### src/hw/rtl/eba_pkg.sv
// Shared types and constants for the EEPROM byte access master.
// No dependencies; every other file but eba_stream_if refers to this package by scoped names.
`timescale 1ns / 1ps

package eba_pkg;

  localparam int unsigned CFG_DATA_W = 16;
  localparam int unsigned CFG_IDX_W  = 2;

  // Configuration register indexes
  localparam logic [CFG_IDX_W-1:0] CFG_TICKS_PER_US = 2'd0;
  localparam logic [CFG_IDX_W-1:0] CFG_DEVICE_ADDR  = 2'd1;
  localparam logic [CFG_IDX_W-1:0] CFG_RECOVERY_US  = 2'd2;

  // Reset values of the configuration registers
  localparam logic [15:0] TICKS_PER_US_RST = 16'd72;
  localparam logic [6:0]  DEVICE_ADDR_RST  = 7'd80;
  localparam logic [15:0] RECOVERY_US_RST  = 16'd10000;

  // One clock tick of the bus sequencer
  typedef struct packed {
    logic       start_request;
    logic       operation;
    logic [7:0] word_address;
    logic [7:0] write_data;
    logic       sda_in;
  } item_t;

  // Line levels and status after one tick
  typedef struct packed {
    logic       scl_level;
    logic       sda_level;
    logic       sda_enable;
    logic       busy_res;
    logic       done_res;
    logic [7:0] read_byte;
    logic       ack_missing;
  } result_t;

  typedef struct packed {
    logic [15:0] ticks_per_microsecond;
    logic [6:0]  device_address;
    logic [15:0] write_recovery_us;
  } cfg_t;

endpackage

### src/hw/rtl/eba_stream_if.sv
// Valid/ready stream channel carrying one payload of type T.
// Depends on nothing; payload types come from eba_pkg at the instance.
`timescale 1ns / 1ps

interface eba_stream_if #(
  parameter type T = logic
) ();
  logic valid;
  logic ready;
  T     data;

  modport source (output valid, output data, input ready);
  modport sink   (input valid, input data, output ready);
endinterface

### src/hw/rtl/i2c_eeprom_byte_access_master.sv
// Top level of the EEPROM byte access master: configuration registers, front queue,
// sequencer. Depends on eba_pkg, eba_stream_if, eba_front and eba_seq.
`timescale 1ns / 1ps

// Usage:
//   cmd carries one clock tick of the bus sequencer per transfer: a start strobe,
//   the operation (0 read, 1 write), word address, write data and the sampled SDA
//   level. rsp returns exactly one transfer per cmd transfer, in order: SCL level,
//   SDA level and enable, busy, a one-tick done pulse, the last byte read and the
//   missing-ack flag.
//   A random byte access runs start, device address, word address, then the data
//   byte and stop for a write (followed by write_recovery_us of busy time), or a
//   repeated start, device address with read set, 8 bits in, NACK and stop for a
//   read. Phase times count in units of ticks_per_microsecond ticks.
//   A cmd transfer passes through the queue and then the result register on its way to rsp.
//   Throughput is one transfer per cycle while rsp does not stall; the sequencer
//   then steps once per cycle from the queue.
//   When rsp stalls, the result register holds, the sequencer stops and the
//   queue (QUEUE_DEPTH entries) fills before cmd.ready drops.
//   Reset empties the queue and result register, returns the sequencer to idle
//   with both lines high and loads the configuration reset values.
//   cfg_we writes cfg_data into register cfg_index (0 ticks per microsecond,
//   1 device address, 2 write recovery time); write only while idle.

module i2c_eeprom_byte_access_master #(
  parameter int unsigned QUEUE_DEPTH = 2
) (
  input  logic                            clk,
  input  logic                            rst,
  input  logic                            cfg_we,
  input  logic [eba_pkg::CFG_IDX_W-1:0]   cfg_index,
  input  logic [eba_pkg::CFG_DATA_W-1:0]  cfg_data,
  eba_stream_if.sink                      cmd,
  eba_stream_if.source                    rsp
);

  eba_pkg::cfg_t  cfg;
  eba_pkg::item_t pop_item;
  logic           pop_valid;
  logic           pop_ready;

  // Configuration registers: take effect on the next tick
  always_ff @(posedge clk) begin
    if (rst) begin
      cfg.ticks_per_microsecond <= eba_pkg::TICKS_PER_US_RST;
      cfg.device_address        <= eba_pkg::DEVICE_ADDR_RST;
      cfg.write_recovery_us     <= eba_pkg::RECOVERY_US_RST;
    end else if (cfg_we) begin
      case (cfg_index)
        eba_pkg::CFG_TICKS_PER_US: cfg.ticks_per_microsecond <= cfg_data;
        eba_pkg::CFG_DEVICE_ADDR:  cfg.device_address        <= cfg_data[6:0];
        eba_pkg::CFG_RECOVERY_US:  cfg.write_recovery_us     <= cfg_data;
        default: ;
      endcase
    end
  end

  // Front: queue the incoming ticks
  eba_front #(
    .DEPTH (QUEUE_DEPTH)
  ) u_front (
    .clk       (clk),
    .rst       (rst),
    .cmd       (cmd),
    .pop_item  (pop_item),
    .pop_valid (pop_valid),
    .pop_ready (pop_ready)
  );

  // Back: step the bus sequencer and hold the result
  eba_seq u_seq (
    .clk       (clk),
    .rst       (rst),
    .cfg       (cfg),
    .pop_item  (pop_item),
    .pop_valid (pop_valid),
    .pop_ready (pop_ready),
    .rsp       (rsp)
  );

endmodule

### src/hw/rtl/eba_front.sv
// Front end: takes input transfers into a short queue that feeds the sequencer.
// Depends on eba_pkg and eba_stream_if.
`timescale 1ns / 1ps

module eba_front #(
  parameter int unsigned DEPTH = 2
) (
  input  logic           clk,
  input  logic           rst,
  eba_stream_if.sink     cmd,
  output eba_pkg::item_t pop_item,
  output logic           pop_valid,
  input  logic           pop_ready
);

  localparam int unsigned PTR_W = (DEPTH > 1) ? $clog2(DEPTH) : 1;
  localparam int unsigned CNT_W = $clog2(DEPTH + 1);
  localparam logic [PTR_W-1:0] LAST_PTR = PTR_W'(DEPTH - 1);
  localparam logic [CNT_W-1:0] FULL_CNT = CNT_W'(DEPTH);

  eba_pkg::item_t   queue [DEPTH];
  logic [PTR_W-1:0] wr_ptr;
  logic [PTR_W-1:0] rd_ptr;
  logic [CNT_W-1:0] count;
  logic             push;
  logic             pop;

  assign cmd.ready = (count != FULL_CNT);
  assign push      = cmd.valid && cmd.ready;
  assign pop_valid = (count != '0);
  assign pop       = pop_valid && pop_ready;
  assign pop_item  = queue[rd_ptr];

  always_ff @(posedge clk) begin
    if (push) begin
      queue[wr_ptr] <= cmd.data;
    end
  end

  always_ff @(posedge clk) begin
    if (rst) begin
      wr_ptr <= '0;
      rd_ptr <= '0;
      count  <= '0;
    end else begin
      if (push) begin
        wr_ptr <= (wr_ptr == LAST_PTR) ? '0 : wr_ptr + 1'b1;
      end
      if (pop) begin
        rd_ptr <= (rd_ptr == LAST_PTR) ? '0 : rd_ptr + 1'b1;
      end
      if (push && !pop) begin
        count <= count + 1'b1;
      end else if (pop && !push) begin
        count <= count - 1'b1;
      end
    end
  end

endmodule

### src/hw/rtl/eba_seq.sv
// Back end: the bus sequencer, one tick per queued item, and the result register.
// Depends on eba_pkg and eba_stream_if.
`timescale 1ns / 1ps

module eba_seq (
  input  logic           clk,
  input  logic           rst,
  input  eba_pkg::cfg_t  cfg,
  input  eba_pkg::item_t pop_item,
  input  logic           pop_valid,
  output logic           pop_ready,
  eba_stream_if.source   rsp
);

  localparam logic [4:0] PH_IDLE      = 5'd0;
  localparam logic [4:0] PH_START_HI  = 5'd1;
  localparam logic [4:0] PH_START_LO  = 5'd2;
  localparam logic [4:0] PH_BYTE0     = 5'd3;
  localparam logic [4:0] PH_BYTE1     = 5'd7;
  localparam logic [4:0] PH_BYTE2     = 5'd11;
  localparam logic [4:0] PH_BYTE3     = 5'd15;
  localparam logic [4:0] PH_BYTE_END  = 5'd18;
  localparam logic [4:0] PH_RSTART_HI = 5'd19;
  localparam logic [4:0] PH_RSTART_LO = 5'd20;
  localparam logic [4:0] PH_RBIT_LO   = 5'd21;
  localparam logic [4:0] PH_RBIT_HI   = 5'd22;
  localparam logic [4:0] PH_NACK_LO   = 5'd23;
  localparam logic [4:0] PH_NACK_HI   = 5'd24;
  localparam logic [4:0] PH_STOP_LO   = 5'd25;
  localparam logic [4:0] PH_STOP_HI   = 5'd26;
  localparam logic [4:0] PH_RECOVER   = 5'd27;

  logic [4:0]  phase, phase_next;
  logic [3:0]  bit_count, bit_count_next;
  logic [7:0]  shift_byte, shift_byte_next;
  logic [15:0] tick_count, tick_count_next;
  logic [15:0] us_count, us_count_next;
  logic        lat_op, lat_op_next;
  logic [7:0]  lat_addr, lat_addr_next;
  logic [7:0]  lat_data, lat_data_next;
  logic [7:0]  received_byte, received_byte_next;
  logic        nack_seen, nack_seen_next;

  logic        advance;
  logic        out_valid;
  eba_pkg::result_t out_data;
  eba_pkg::result_t res;

  // Comb working values
  logic        done;
  logic        go;
  logic [4:0]  go_phase;
  logic [15:0] tpu;
  logic [15:0] tick_inc;
  logic [15:0] us_inc;
  logic [15:0] plen;
  logic [4:0]  boff;
  logic [1:0]  bk;
  logic [1:0]  bsub;
  logic [3:0]  bit_inc;
  logic [7:0]  shift_in;
  logic [4:0]  dboff;
  logic        scl_d, sda_d, en_d;

  assign advance   = pop_valid && (!out_valid || rsp.ready);
  assign pop_ready = !out_valid || rsp.ready;
  assign rsp.valid = out_valid;
  assign rsp.data  = out_data;

  // Length of the current phase in microsecond units
  always_comb begin
    plen = '0;
    if (phase inside {[PH_BYTE0:PH_BYTE_END]} || phase == PH_RBIT_LO ||
        phase == PH_RBIT_HI) begin
      plen = 16'd1;
    end else begin
      case (phase)
        PH_START_HI, PH_START_LO, PH_RSTART_HI, PH_RSTART_LO,
        PH_STOP_LO, PH_STOP_HI: plen = 16'd4;
        PH_NACK_LO, PH_NACK_HI:  plen = 16'd2;
        PH_RECOVER:              plen = cfg.write_recovery_us;
        default:                 plen = '0;
      endcase
    end
  end

  always_comb begin
    phase_next         = phase;
    bit_count_next     = bit_count;
    shift_byte_next    = shift_byte;
    tick_count_next    = tick_count;
    us_count_next      = us_count;
    lat_op_next        = lat_op;
    lat_addr_next      = lat_addr;
    lat_data_next      = lat_data;
    received_byte_next = received_byte;
    nack_seen_next     = nack_seen;
    done     = 1'b0;
    go       = 1'b0;
    go_phase = PH_IDLE;
    tpu      = (cfg.ticks_per_microsecond == '0) ? 16'd1 : cfg.ticks_per_microsecond;
    tick_inc = tick_count + 16'd1;
    us_inc   = us_count + 16'd1;
    boff     = phase - PH_BYTE0;
    bk       = boff[3:2];
    bsub     = boff[1:0];
    bit_inc  = bit_count + 4'd1;
    shift_in = {shift_byte[6:0], pop_item.sda_in};

    if (phase == PH_IDLE) begin
      if (pop_item.start_request) begin
        lat_op_next    = pop_item.operation;
        lat_addr_next  = pop_item.word_address;
        lat_data_next  = pop_item.write_data;
        nack_seen_next = 1'b0;
        go             = 1'b1;
        go_phase       = PH_START_HI;
      end
    end else begin
      tick_count_next = tick_inc;
      if (tick_inc >= tpu) begin
        tick_count_next = '0;
        us_count_next   = us_inc;
        if (us_inc >= plen) begin
          go = 1'b1;
          if (phase inside {[PH_BYTE0:PH_BYTE_END]}) begin
            case (bsub)
              2'd0, 2'd2: go_phase = phase + 5'd1;
              2'd1: begin
                shift_byte_next = {shift_byte[6:0], 1'b0};
                if (bit_inc >= 4'd8) begin
                  bit_count_next = '0;
                  go_phase       = phase + 5'd1;
                end else begin
                  bit_count_next = bit_inc;
                  go_phase       = phase - 5'd1;
                end
              end
              default: begin
                // Ack slot: record a high ack, carry on regardless
                if (pop_item.sda_in) begin
                  nack_seen_next = 1'b1;
                end
                case (bk)
                  2'd0: begin
                    shift_byte_next = lat_addr;
                    bit_count_next  = '0;
                    go_phase        = PH_BYTE1;
                  end
                  2'd1: begin
                    if (lat_op) begin
                      shift_byte_next = lat_data;
                      bit_count_next  = '0;
                      go_phase        = PH_BYTE2;
                    end else begin
                      go_phase = PH_RSTART_HI;
                    end
                  end
                  2'd2: go_phase = PH_STOP_LO;
                  default: begin
                    bit_count_next  = '0;
                    shift_byte_next = '0;
                    go_phase        = PH_RBIT_LO;
                  end
                endcase
              end
            endcase
          end else begin
            case (phase)
              PH_START_HI: go_phase = PH_START_LO;
              PH_START_LO: begin
                shift_byte_next = {cfg.device_address, 1'b0};
                bit_count_next  = '0;
                go_phase        = PH_BYTE0;
              end
              PH_RSTART_HI: go_phase = PH_RSTART_LO;
              PH_RSTART_LO: begin
                shift_byte_next = {cfg.device_address, 1'b1};
                bit_count_next  = '0;
                go_phase        = PH_BYTE3;
              end
              PH_RBIT_LO: go_phase = PH_RBIT_HI;
              PH_RBIT_HI: begin
                shift_byte_next = shift_in;
                if (bit_inc >= 4'd8) begin
                  received_byte_next = shift_in;
                  bit_count_next     = '0;
                  go_phase           = PH_NACK_LO;
                end else begin
                  bit_count_next = bit_inc;
                  go_phase       = PH_RBIT_LO;
                end
              end
              PH_NACK_LO: go_phase = PH_NACK_HI;
              PH_NACK_HI: go_phase = PH_STOP_LO;
              PH_STOP_LO: go_phase = PH_STOP_HI;
              PH_STOP_HI: begin
                if (lat_op && cfg.write_recovery_us != '0) begin
                  go_phase = PH_RECOVER;
                end else begin
                  go_phase = PH_IDLE;
                  done     = 1'b1;
                end
              end
              PH_RECOVER: begin
                go_phase = PH_IDLE;
                done     = 1'b1;
              end
              default: go_phase = PH_IDLE;
            endcase
          end
        end
      end
    end

    if (go) begin
      phase_next      = go_phase;
      tick_count_next = '0;
      us_count_next   = '0;
    end
  end

  // Line levels for the phase being entered
  always_comb begin
    scl_d = 1'b1;
    sda_d = 1'b1;
    en_d  = 1'b1;
    dboff = phase_next - PH_BYTE0;
    if (phase_next inside {[PH_BYTE0:PH_BYTE_END]}) begin
      if (dboff[1:0] == 2'd1 || dboff[1:0] == 2'd2) begin
        scl_d = 1'b0;
      end
      if (!dboff[1]) begin
        sda_d = shift_byte_next[7];
      end else begin
        en_d = 1'b0;
      end
    end else begin
      case (phase_next)
        PH_START_LO, PH_RSTART_LO, PH_STOP_LO: sda_d = 1'b0;
        PH_RBIT_LO: begin
          scl_d = 1'b0;
          en_d  = 1'b0;
        end
        PH_RBIT_HI: en_d  = 1'b0;
        PH_NACK_LO: scl_d = 1'b0;
        default: ;
      endcase
    end

    res.scl_level   = scl_d;
    res.sda_level   = en_d ? sda_d : 1'b1;
    res.sda_enable  = en_d;
    res.busy_res    = (phase_next != PH_IDLE);
    res.done_res    = done;
    res.read_byte   = received_byte_next;
    res.ack_missing = nack_seen_next;
  end

  always_ff @(posedge clk) begin
    if (rst) begin
      phase         <= PH_IDLE;
      bit_count     <= '0;
      shift_byte    <= '0;
      tick_count    <= '0;
      us_count      <= '0;
      lat_op        <= 1'b0;
      lat_addr      <= '0;
      lat_data      <= '0;
      received_byte <= '0;
      nack_seen     <= 1'b0;
      out_valid     <= 1'b0;
    end else begin
      if (advance) begin
        phase         <= phase_next;
        bit_count     <= bit_count_next;
        shift_byte    <= shift_byte_next;
        tick_count    <= tick_count_next;
        us_count      <= us_count_next;
        lat_op        <= lat_op_next;
        lat_addr      <= lat_addr_next;
        lat_data      <= lat_data_next;
        received_byte <= received_byte_next;
        nack_seen     <= nack_seen_next;
        out_valid     <= 1'b1;
      end else if (rsp.ready) begin
        out_valid <= 1'b0;
      end
    end
  end

  always_ff @(posedge clk) begin
    if (advance) begin
      out_data <= res;
    end
  end

endmodule

### src/flat_wrapper.sv
// flat-port wrapper written by rule: the top's interface ports become plain ports
module i2c_eeprom_byte_access_master_flat 
#(
  parameter int unsigned QUEUE_DEPTH = 2
)
  (clk, rst, cfg_we, cfg_index, cfg_data, cmd_valid, cmd_data, cmd_ready, rsp_valid, rsp_data, rsp_ready);
  eba_stream_if #(.T(eba_pkg::item_t)) cmd_i ();
  eba_stream_if #(.T(eba_pkg::result_t)) rsp_i ();
  input  logic clk;
  input  logic rst;
  input  logic cfg_we;
  input  logic [eba_pkg::CFG_IDX_W-1:0] cfg_index;
  input  logic [eba_pkg::CFG_DATA_W-1:0] cfg_data;
  input wire logic [$bits(cmd_i.valid)-1:0] cmd_valid;
  input wire logic [$bits(cmd_i.data)-1:0] cmd_data;
  output wire logic [$bits(cmd_i.ready)-1:0] cmd_ready;
  output wire logic [$bits(rsp_i.valid)-1:0] rsp_valid;
  output wire logic [$bits(rsp_i.data)-1:0] rsp_data;
  input wire logic [$bits(rsp_i.ready)-1:0] rsp_ready;
  assign cmd_i.valid = cmd_valid;
  assign cmd_i.data = cmd_data;
  assign cmd_ready = cmd_i.ready;
  assign rsp_valid = rsp_i.valid;
  assign rsp_data = rsp_i.data;
  assign rsp_i.ready = rsp_ready;
  i2c_eeprom_byte_access_master #(.QUEUE_DEPTH(QUEUE_DEPTH)) u_core (.clk(clk), .rst(rst), .cfg_we(cfg_we), .cfg_index(cfg_index), .cfg_data(cfg_data), .cmd(cmd_i), .rsp(rsp_i));
endmodule
### config.mk
export PLATFORM = sky130hd
export DESIGN_NAME = i2c_eeprom_byte_access_master_flat
export DESIGN_NICKNAME = d
export VERILOG_FILES = /design/src/hw/rtl/eba_pkg.sv /design/src/hw/rtl/eba_stream_if.sv /design/src/hw/rtl/i2c_eeprom_byte_access_master.sv /design/src/hw/rtl/eba_front.sv /design/src/hw/rtl/eba_seq.sv /design/src/flat_wrapper.sv
export SDC_FILE = /design/constraint.sdc
export NUM_CORES = 1
export LEC_CHECK = 0
export BUFFER_PORTS_ARGS = -buffer_cell sky130_fd_sc_hd__buf_2
export CORE_MARGIN = 3
export CORE_UTILIZATION = 55
export DETAILED_ROUTE_END_ITERATION = 10
export PLACE_DENSITY = 0.82
export RECOVER_POWER = 25
export SETUP_SLACK_MARGIN = 0.05
export SLEW_MARGIN = 10
export SYNTH_ARGS = -nofsm -noshare
export SYNTH_HDL_FRONTEND = slang
export SYNTH_SLANG_ARGS = --single-unit
### constraint.sdc
create_clock -name clk -period 4.85 [get_ports clk]
set_clock_uncertainty 0.05 [all_clocks]
set_input_delay 1.2125 -clock clk [delete_from_list [all_inputs] [get_ports clk]]
set_output_delay 1.2125 -clock clk [all_outputs]
set_load 0.02 [all_outputs]
# After elaboration in Yosys (flattened, before gate mapping)
# Memories as Yosys holds them, arrays and structs flattened. A register that Yosys moved wholly into a read port is not among the register bits.
# Index checks and enable logic that the tools add are counted.
# Widths: inputs -> output; s select.
[word_totals]
ff_bits = 133
latchBits = 0
mem_bits_rw = 38
romBits = 0
inputBits = 42
mem_count = 1
[op_classes]
add_sub_neg = 11
n_mul = 0
n_div = 0
n_lt_le_gt_ge = 7
n_eq_ne = 30
n_shift = 0
n_mux = 74
bitwise_logic = 3
reduce_logical = 44
[memory_table]
columns = ["name", "depth", "width", "read_ports", "rd_clocked_by_memory_dff", "write_ports", "line_no", "source"]
rows = [
  ["u_core.u_front.queue", 2, 19, 1, 1, 1, "eba_front.sv:21", "eba_pkg::item_t queue [DEPTH];"],
]
[op_table]
columns = ["op", "n"]
rows = [
  ["$mux 16", 8],
  ["$mux 8", 11],
  ["$eq 5x5->1 const B", 14],
  ["$pmux 5 s10", 1],
  ["$pmux 16 s3", 1],
  ["$pmux 8 s3", 2],
  ["$mux 5", 8],
  ["$add 16x1->16 const B", 2],
  ["$ge 16x16->1", 2],
  ["$mux 1", 30],
  ["$pmux 4 s2", 3],
  ["$logic_not 16->1", 1],
  ["$pmux 8 s2", 1],
  ["$reduce_and 8->1", 2],
  ["$reduce_bool 16->1", 1],
  ["$pmux 5 s3", 1],
  ["$mux 4", 3],
  ["$eq 5x2->1 const B", 2],
  ["$ge 5x2->1 const B", 2],
  ["$le 5x5->1 const B", 2],
  ["$pmux 5 s2", 1],
  ["$reduce_or 2->1", 5],
  ["$eq 2x1->1 const B", 4],
  ["$eq 2x2->1 const B", 4],
  ["other kinds (30)", 58],
]

# Depth between registers and ports, before layout
# Gate-level depths: netlist (run 1).
[logic_depth]
ltp_word = 15
ltp_mapped = 23
depth_no_buf = 21

# By module
# A second synthesis (run 1) with hierarchy kept.
[unflattened]
hier_cells = 981
hier_area_um2 = 9311.4
[by_module_without_submodules]
columns = ["mod", "n_inst", "cells_per_inst", "area_per_inst_um2", "seq_area_each_um2"]
rows = [
  ["eba_seq", 1, 741, 6085.8, 1941.9],
  ["i2c_eeprom_byte_access_master", 1, 157, 1635.3, 780.7],
  ["eba_front", 1, 83, 1590.3, 1241.2],
]

# Least setup slack after synthesis (run 1)
# Ideal clock, no wire load.
[synth_timing]
kind = "reg2reg"
from = "register u_core.u_seq.tick_count[0]"
to = "register u_core.u_seq.out_data (netlist bit u_core.u_seq.rsp.data[12]) (data pin)"
t_arrival_ns = 4.442
required_ns = 4.538
path_slack_ns = 0.096
stages_incl_launch_ff = 22
synth_period_minus_slack_ns = 4.754
path_cell_list = "dfxtp_1 and3_1 and3_1 and3_1 clkbuf_1 nand3_1 nor2_1 and3_1 xor2_1 ha_1 and4_4 nand4_1 a2111oi_4 a211oi_4 or2_1 o311a_4 inv_1 ha_1 inv_1 o311ai_0 a32oi_1 mux2_1"
[synth_via]
elab_chain_len = 9
elab_cells_between_ends = 26
cone_classes = "add/sub (2); order compare (3); eq/ne (5); mux (13); reduce/logical (3)"
[synth_rtl]
columns = ["element", "line_no", "source"]
rows = [
  ["start, declared", "eba_seq.sv:36", "logic [15:0] tick_count, tick_count_next;"],
  ["start signal, assigned", "eba_seq.sv:278", "tick_count <= tick_count_next;"],
  ["$add 16x1->16 *", "eba_seq.sv:102", "tick_inc = tick_count + 16'd1;"],
  ["$ge 16x16->1 *", "eba_seq.sv:121", "if (tick_inc >= tpu) begin"],
  ["$mux 5 or $mux 1 (tied branches)", "eba_seq.sv:121", ""],
  ["$mux 5 or $mux 1 (tied branches)", "eba_seq.sv:110", "if (phase == PH_IDLE) begin"],
  ["$mux 5 *", "eba_seq.sv:216", "if (go) begin"],
  ["named net u_core.u_seq.phase_next[0]", "eba_seq.sv:33", "logic [4:0] phase, phase_next;"],
  ["branches (longest 4 deep; another with $ge 5x2->1)", "n/a", ""],
  ["end signal, assigned", "eba_seq.sv:294", "out_data <= res;"],
  ["end, declared", "eba_seq.sv:46", "eba_pkg::result_t out_data;"],
]
# Mark *: on every way through the listed nets, which the timed path passes.
# A chain may end at the register's enable or synchronous reset.

# Worst setup path in the final report (run 1)
# Same ends and word-level chain as after synthesis.

==> results of run 1 <==
cell type report:
cell class              instances  area, µm²
fillers                      1295       5620
multi-input cells             736       4970
flip-flops and latches        172       3970
repair buffers                 90        522
clock buffers                  17        425
well taps                     216        270
clock inverters                15        204
inverters                      35        131
worst max-delay path, stage by stage, from the launching register on:
cell and delay (ns):
dfxtp_4 0.38, ha_4 0.15, and3_4 0.21, and3_1 0.18
and3_4 0.20, and2_4 0.14, nand4_1 0.15, xnor2_1 0.17
ha_1 0.30, and4_4 0.23, nand4_1 0.14, a2111oi_4 0.27
a211oi_4 0.09, nor2_2 0.17, mux2_4 0.35, inv_1 0.09
ha_2 0.20, a2bb2o_1 0.31, a22oi_2 0.22, mux2_4 0.33
synthesized netlist by cell type, types with 12 or more instances:
master | instances | area [µm²]
a21oi_1 | 84 | 420
nand3b_1 | 20 | 150
xor2_1 | 15 | 131
nand3_1 | 20 | 100
o21ai_0 | 25 | 125
mux2i_1 | 36 | 360
nor2_1 | 114 | 428
nor4_1 | 12 | 75.1
clkbuf_1 | 41 | 154
xnor2_1 | 24 | 210
nand2_1 | 136 | 510
edfxtp_1 | 52 | 1560
a211oi_1 | 24 | 180
dfxtp_1 | 120 | 2400
inv_1 | 34 | 128
ha_1 | 52 | 651
and3_1 | 19 | 119
cells by family (layout without fill, tap and decap cells):
logic type,Yosys count,count (layout),share of synthesized area (%)
flip-flops,172,172,43.2
buffers and inverters,88,157,3.93
AO/OA/AOI/OAI,214,214,16.2
AND/OR/NAND/NOR,380,380,19.9
multiplexers,50,50,5.81
adder cells (fa/ha/maj),52,52,7.09
XOR/XNOR,40,40,3.90
where the power goes:
part           total (mW)  internal (mW)  switching [mW]
Clock                1.41          0.712           0.694
Combinational        2.23          0.859            1.37
Sequential           1.85           1.73           0.125
Total                5.49           3.30            2.19
flip-flops by register name, summed over array words and instances (netlist names), named ones only:
name / count
u_core.cfg: 39
u_core.u_front.queue: 38
u_core.u_seq.tick_count: 16
u_core.u_seq.us_count: 16
u_core.u_seq.rsp.data: 14
u_core.u_seq.lat_addr: 8
u_core.u_seq.lat_data: 8
u_core.u_seq.received_byte: 8
u_core.u_seq.shift_byte: 8
u_core.u_seq.phase: 5
u_core.u_seq.bit_count: 4
u_core.u_front.count: 2
u_core.u_front.rd_ptr: 1
u_core.u_front.wr_ptr: 1
u_core.u_seq.lat_op: 1
u_core.u_seq.nack_seen: 1
u_core.u_seq.rsp.valid: 1
per-layer routing:
metal	vias to the layer above	wire length, µm	part of all wire [%]
met1	3564	9320	43
met5	-	0	0
met4	0	484	2.3
met2	239	10500	49
li1	3686	-	-
met3	47	1120	5.2
path summary, 6_finish.rpt:
kind	cells after the start	slack, ns	startpoint	end
hold reg to reg	2	0.41	u_core.cfg[23]	u_core.cfg[23]
setup / recovery	19	0.25	u_core.u_seq.tick_count[0]	u_core.u_seq.rsp.data[12]
setup reg to reg	19	0.25	u_core.u_seq.tick_count[0]	u_core.u_seq.rsp.data[12]
hold / removal	2	0.41	u_core.cfg[23]	u_core.cfg[23]
timing repair:
action	4_1_cts	5_1_grt
pin swaps	1	9
gates resized for setup	12	20
setup buffers	2	4
endpoints found under the setup margin	1	3
==> out/metrics.yaml, run 1 <==
grt_max_degree: 94
rsz0062_at_grt: "no"
post-route-min-period_ns: 4.60
cts_hold_buffers: 0
syn_to_final_growth_pct: 14.3
start_util_pct: 56.9
via_per_inst: 5.88
rows: 46
antenna_found_initial: 0
power_mw: 5.49
final_cell_mix: "nand2_1 (136), dfxtp_1 (117), nor2_1 (111)"
critPathCaptureType: "flip-flop"
min_period_over_period_pct: 94.8
drc: 0
ir_drop_uv: 358
slew_viol_final: 94
critPathKind: "flip-flop to flip-flop"
cts_sinks: 172
critPathArrivalTime_ns: 4.74
postPlaceCellArea_um2: 9720
ys_seq_elements: 172
die_area_um2: 18300
clk_pin_slew_ns: 0.07
yosysWarnings: 0
portBuffers: 57
syn_area_um2: 9180
worstPathMaxFanout: 5
pin_count: 58
dp.cells: 1243
stdcell_count: 1281
syn_area_per_cell_um2: 9.21
clockBufferDepth: 2
cts.root.buffer_cell: "clkbuf_16"
via_count: 7536
outcome: "finished with violations"
fin_ws_ns: 0.250
leakage_nw: 4.18
final_core_utilization_pct: 65.1
use_met2_pct: 39.8
final.setup.tns_ns: 0
synthDistinctLibCells: 82
die_w_um: 135
cts_tree: "done"
ant_nets: 0
fmax_ghz: 0.217
final_area_um2: 10500
use_met1_pct: 31.5
fin_nets: 1146
synth_enable_flop_cells: 52
synth_cells: 996
slew_headroom_pct: -30.8
cts_made_buffers: 17
grt_pass1_vias: 7264
cap_violations: 1
hold_path_class: "flip-flop to flip-flop"
holdWs_ns: 0.410
grt_overflow_total: 0
syn_nets: 1090
core_um2: 16100
grt_pass1_wl_um: 35300
antenna_cells: 0
avgRoutedWirePerCell_um: 16.7
dp_slack_ns: -0.0593
dp_hpwl_um: 14700
p_per_area_nw_per_um2: 523
violations: "capacitance limit, slew limit"
grt_util_met3_pct: 4.75
drtIter0Drc: 631
final-setup-viol-count: 0
wirelength_um: 21500
hold_violations: 0
grt.total_usage_pct: 24.1
busiest_layer: "met2"
tightest_slew_ns: 1.96
final_common_cell: "nand2_1"
insertion_delay_ns: 0.45
required_ns: 4.99
post_route_cells_drive_above_1_share_pct: 16.9
gp_congestion: 0.938
synth-seq-area-share_pct: 43.2
postSynth.asyncResetShare_pct: 0
die_h_um: 135
cp-start-kind: "flip-flop"
cts_max_level: 4
synth_ff_type: "dfxtp_1"
first_pass_iters: 7
(Power assumes the default switching activity.)
==> run 2, diff against run 1 <==
CORE_MARGIN = 2   (was 3)
CORE_UTILIZATION = 57   (was 55)
clock period = 4.4 ns   (was 4.85 ns; I/O delays follow)
==> out/metrics.yaml, run 2 (synthesis results as in run 1) <==
outcome: "finished with violations"
violations: "capacitance limit, slew limit, setup timing"
start_util_pct: 58.0
clockPowerShare_pct: 24.5
pin_count: 58
antenna_found_initial: 0
via_count: 7721
p_per_area_nw_per_um2: 573
grt_pass1_vias: 7407
cts_max_level: 4
grt_max_degree: 77
grt_overflow_total: 0
cts_sinks: 172
grt_pass1_wl_um: 36600
min_period_over_period_pct: 101
worstPathCellList: "ha_4 -> and3_4 -> and3_4 -> and3_4 -> and2_4 -> nand4_1 -> xnor2_1 -> ha_1 -> and4_4 -> nand4_1 -> a2111oi_4 -> a211oi_4 -> or2_1 -> o311a_4 -> inv_4 -> ha_4 -> inv_2 -> o311ai_2 -> a32oi_1 -> mux2_4"
reg_top3: "u_core.cfg: 39 flops, u_core.u_front.queue: 38 flops"
largest_register: "u_core.cfg"
holdWs_ns: 0.426
hold_violations: 0
core_um2: 15800
cts_made_buffers: 17
post-route-min-period_ns: 4.45
internal_power_mw: 3.77
slew_viol_final: 77
post_route_cells_drive_above_1_share_pct: 19.2
die_area_um2: 17100
fin_nets: 1172
rsz0062_at_grt: "yes"
dp_hpwl_um: 15800
ir_drop_uv: 409
critPathKind: "flip-flop to flip-flop"
p_seq_share_pct: 33.5
final_common_cell: "nand2_1"
syn_to_final_growth_pct: 16.8
drtIter0Drc: 716
critical-path-top-delay-family: "simple AND/OR/NAND/NOR gates"
cap_violations: 1
final.setup.tns_ns: -0.0502
cts_tree: "done"
grt.total_usage_pct: 27.6
power_mw: 6.14
power_switching_share_pct: 38.6
drc: 0
worstPathMaxFanout: 4
tightest_slew_ns: 3.49
cts.root.buffer_cell: "clkbuf_16"
cts_hold_buffers: 0
insertion_delay_ns: 0.43
final-setup-viol-count: 1
critPathCaptureType: "flip-flop"
p_sw_mw: 2.37
required_ns: 4.54
first_pass_iters: 6
dp.cells: 1268
avgRoutedWirePerCell_um: 17.5
dp_slack_ns: -0.194
cpMaxStageDelayCell: "dfxtp_4"
largest_reg_flops: 39
clockBufferDepth: 2
cp-start-kind: "flip-flop"
ant_nets: 0
fmax_ghz: 0.225
portBuffers: 57
via_per_inst: 5.91
die_w_um: 131
slew_headroom_pct: -133
critPathArrivalTime_ns: 4.59
max_stage_delay_ns: 0.37
critPathBufInv: 2
gp_congestion: 0.937
wirelength_um: 22800
clk_pin_slew_ns: 0.07
die_h_um: 131
stdcell_count: 1307
crit_path_frequent_cell: "and3_4"
leakage_nw: 4.30
fin_ws_ns: -0.0502
hold_path_class: "flip-flop to flip-flop"
rows: 46
final_cell_mix: "nand2_1 (136), dfxtp_1 (115), nor2_1 (111)"
antenna_cells: 0
power_frac_comb_pct: 41.9
## run 2: cell count changes in the layout (fill, tap and decap cells not counted), sizes merged
| cell | previous run | this run |
|---|---|---|
| clkinv | 8 | 5 |
| bufinv | 0 | 2 |
| clkinvlp | 0 | 1 |
| inv | 42 | 41 |
| buf | 82 | 109 |
## run 2: layer usage
metal	vias up	global-route usage, %	share of wire, %
met2	279	47.7	49
li1	3732	-	-
met1	3659	33.4	42
met5	-	0	0
met3	51	5.94	6.2
met4	0	11.6	2.7
## run 2: through the flow
step / instance area, µm² / utilization [%]
2_1_floorplan: 9350 / -
3_3_place_gp: 10100 / 63.5
3_5_place_dp: 10100 / 63.5
4_1_cts: 10700 / 67.6
5_1_grt: 10700 / 67.7
6_report: 10700 / 67.7
## run 2: worst paths after layout
path | from | end | slack (ns) | cells past startpoint
setup reg to reg | u_core.u_seq.tick_count[1] | u_core.u_seq.rsp.data[12] | -0.05 | 20
hold / removal | u_core.cfg[23] | u_core.cfg[23] | 0.43 | 2
hold reg to reg | u_core.cfg[23] | u_core.cfg[23] | 0.43 | 2
setup / recovery | u_core.u_seq.tick_count[1] | u_core.u_seq.rsp.data[12] | -0.05 | 20
## run 2: cell type report
class                   count  area, µm²
inverters                  35        136
fillers                  1219       5110
flip-flops and latches    172       3980
well taps                 216        270
clock buffers              18        429
clock inverters            14        159
multi-input cells         736       5030
repair buffers            116        721
## run 2: worst reg2reg max path: stages, from the launching register on
cell and delay, ns:
dfxtp_4 0.37, ha_4 0.13, and3_4 0.18, and3_4 0.18
and3_4 0.19, and2_4 0.14, nand4_1 0.14, xnor2_1 0.17
ha_1 0.34, and4_4 0.25, nand4_1 0.15, a2111oi_4 0.27
a211oi_4 0.08, or2_1 0.28, o311a_4 0.35, inv_4 0.09
ha_4 0.16, inv_2 0.04, o311ai_2 0.24, a32oi_1 0.13
mux2_4 0.28
## run 2: timing repair
item	CTS	global route
endpoints found under the setup margin	3	10
buffers inserted	5	2
pin swaps	12	3
resized for setup	4	4
## run 2: power by group through the flow
stage               Clock (mW)  Combinational, mW  Sequential (mW)
CTS                       1.53               2.53             2.06
finish                    1.51               2.58             2.06
detailed placement           0               2.46             2.09
global route              1.58               2.79             2.08
floorplan                    0               1.75             2.10
global placement             0               2.41             2.08
==> run 3, diff against run 2 <==
clock period = 4.63 ns   (was 4.4 ns; I/O delays follow)
==> out/metrics.yaml, run 3 (synthesis results as in run 1) <==
outcome: "finished with violations"
violations: "DRC, capacitance limit, slew limit, setup timing"
grt.total_usage_pct: 27.7
hold_violations: 0
dp_slack_ns: -0.0591
cts_tree: "done"
antenna_cells: 0
dp.cells: 1261
clockBufferDepth: 2
fin_nets: 1191
drtIter0Drc: 689
wl_met2_um: 11300
critPathArrivalTime_ns: 4.76
hold_path_end: "u_core.cfg[23]"
rsz0062_at_grt: "yes"
cts_hold_buffers: 0
dr_wl_met3_um: 1440
start_util_pct: 58.0
antenna_found_initial: 0
fmax_ghz: 0.216
first_pass_iters: 9
hold_path_class: "flip-flop to flip-flop"
die_h_um: 131
min_period_over_period_pct: 100
stdcell_count: 1326
required_ns: 4.76
core_um2: 15800
final_area_um2: 10900
avgRoutedWirePerCell_um: 17.5
final_common_cell: "nand2_1"
hp-start: "u_core.cfg[23]"
slew_viol_final: 104
largest_register: "u_core.cfg"
crit_path_frequent_cell: "and3_4"
grt_pass1_vias: 7692
wirelength_um: 23200
postPlaceCellArea_um2: 9870
largest_reg_flops: 39
worstPathMaxFanout: 4
critPathCaptureType: "flip-flop"
cpMaxStageDelayCell: "o311a_4"
ant_nets: 0
insertion_delay_ns: 0.44
tightest_slew_ns: 2.21
pin_count: 58
p_per_area_nw_per_um2: 545
cp-start-kind: "flip-flop"
die_w_um: 131
cts_made_buffers: 17
fin_ws_ns: -0.00113
hold_depth: 2
rows: 46
final_cell_mix: "nand2_1 (135), dfxtp_1 (116), nor2_1 (111)"
max_stage_delay_ns: 0.41
gp_congestion: 0.952
grt_pass1_wl_um: 37400
wl_met1_um: 9580
grt_max_degree: 104
cts_max_level: 4
die_area_um2: 17100
worst-r2r-setup-slack_ns: -0.001
dr.max_layer_used: "met4"
clk_pin_slew_ns: 0.08
cts_sinks: 172
cap_violations: 1
grt_overflow_total: 0
post-route-min-period_ns: 4.63
critPathKind: "flip-flop to flip-flop"
post_route_cells_drive_above_1_share_pct: 21.4
drc: 1
r2r_start: "u_core.u_seq.tick_count[1]"
r2r_end: "u_core.u_seq.rsp.data[12]"
reg_top3: "u_core.cfg: 39 flops, u_core.u_front.queue: 38 flops"
slew_headroom_pct: -47.5
portBuffers: 57
via_per_inst: 5.94
via_count: 7880
leakage_nw: 4.41
final-setup-viol-count: 1
final.setup.tns_ns: -0.00113
holdWs_ns: 0.418
ir_drop_uv: 417
syn_to_final_growth_pct: 19.2
cts.root.buffer_cell: "clkbuf_16"
r2r_cells: 19
worstPathCellList: "ha_4 -> and3_4 -> and3_4 -> and3_4 -> and2_4 -> nand4_1 -> xnor2_1 -> ha_1 -> and4_4 -> nand4_1 -> a2111oi_4 -> a211oi_4 -> or2_1 -> o311a_4 -> inv_4 -> ha_2 -> o21ba_1 -> a22oi_2 -> mux2_4"
dp_hpwl_um: 15100
==> run 3: cell count changes in the layout (fill, tap and decap cells not counted), moves of 3 or more <==
cell	change
buf_4	+17
clkinv_8	+6
inv_12	+5
clkbuf_1	-3
ha_2	+3
==> run 3: repair_timing <==
action / 4_1_cts / 5_1_grt
hold endpoints to repair: 0 / 0
pin swaps: 12 / 21
setup endpoints to repair: 1 / 19
gates resized for setup: 15 / 34
buffers inserted: 27 / 8
==> run 3: worst max path at each step <==
stage,end,cells past startpoint,start
2_1_floorplan,u_core.u_seq.rsp.data[12],20,u_core.u_seq.tick_count[0]
3_3_place_gp,u_core.u_seq.rsp.data[12],20,u_core.u_seq.tick_count[0]
3_5_place_dp,u_core.u_seq.rsp.data[12],20,u_core.u_seq.tick_count[0]
4_1_cts,u_core.u_seq.rsp.data[12],19,u_core.u_seq.tick_count[0]
5_1_grt,u_core.u_seq.rsp.data[12],21,u_core.u_seq.tick_count[0]
6_report,u_core.u_seq.rsp.data[12],19,u_core.u_seq.tick_count[1]
==> run 3: stage by stage <==
step / util (%) / total power [mW]
after detailed placement: 62.4 / 4.20
after global routing: 69.1 / 6.28
final: 69.1 / 5.97
after CTS: 68.0 / 5.78
after global placement: 62.4 / 4.16
after floorplan: - / 3.55
==> run 3: area by class of cell <==
cell class              instances  area [µm²]
inverters                      35         134
well taps                     216         270
repair buffers                135         873
clock inverters                15         219
multi-input cells             736        5050
clock buffers                  17         425
fillers                      1134        4890
flip-flops and latches        172        3970
==> run 3: metal layers <==
| layer | up-vias | global-route usage, % |
|---|---|---|
| met5 | - | 0 |
| met4 | 0 | 13.3 |
| met3 | 61 | 5.94 |
| met2 | 329 | 46.4 |
| met1 | 3727 | 34.3 |
| li1 | 3763 | - |
==> run 3: critical path, delay by kind of cell, from the launching register on <==
| family | cells | cell delay, ns |
|---|---|---|
| AO/OA/AOI/OAI | 5 | 1.21 |
| AND/OR/NAND/NOR | 8 | 1.49 |
| multiplexers | 1 | 0.32 |
| XOR/XNOR | 1 | 0.20 |
| buffers and inverters | 1 | 0.08 |
| adder cells (fa/ha/maj) | 3 | 0.65 |
| flip-flops | 1 | 0.37 |
==> run 3: where the power goes <==
| part | switching (mW) | internal (mW) |
|---|---|---|
| registers | 0.148 | 1.81 |
| logic | 1.49 | 1.01 |
| clock network | 0.752 | 0.760 |
| total | 2.39 | 3.58 |
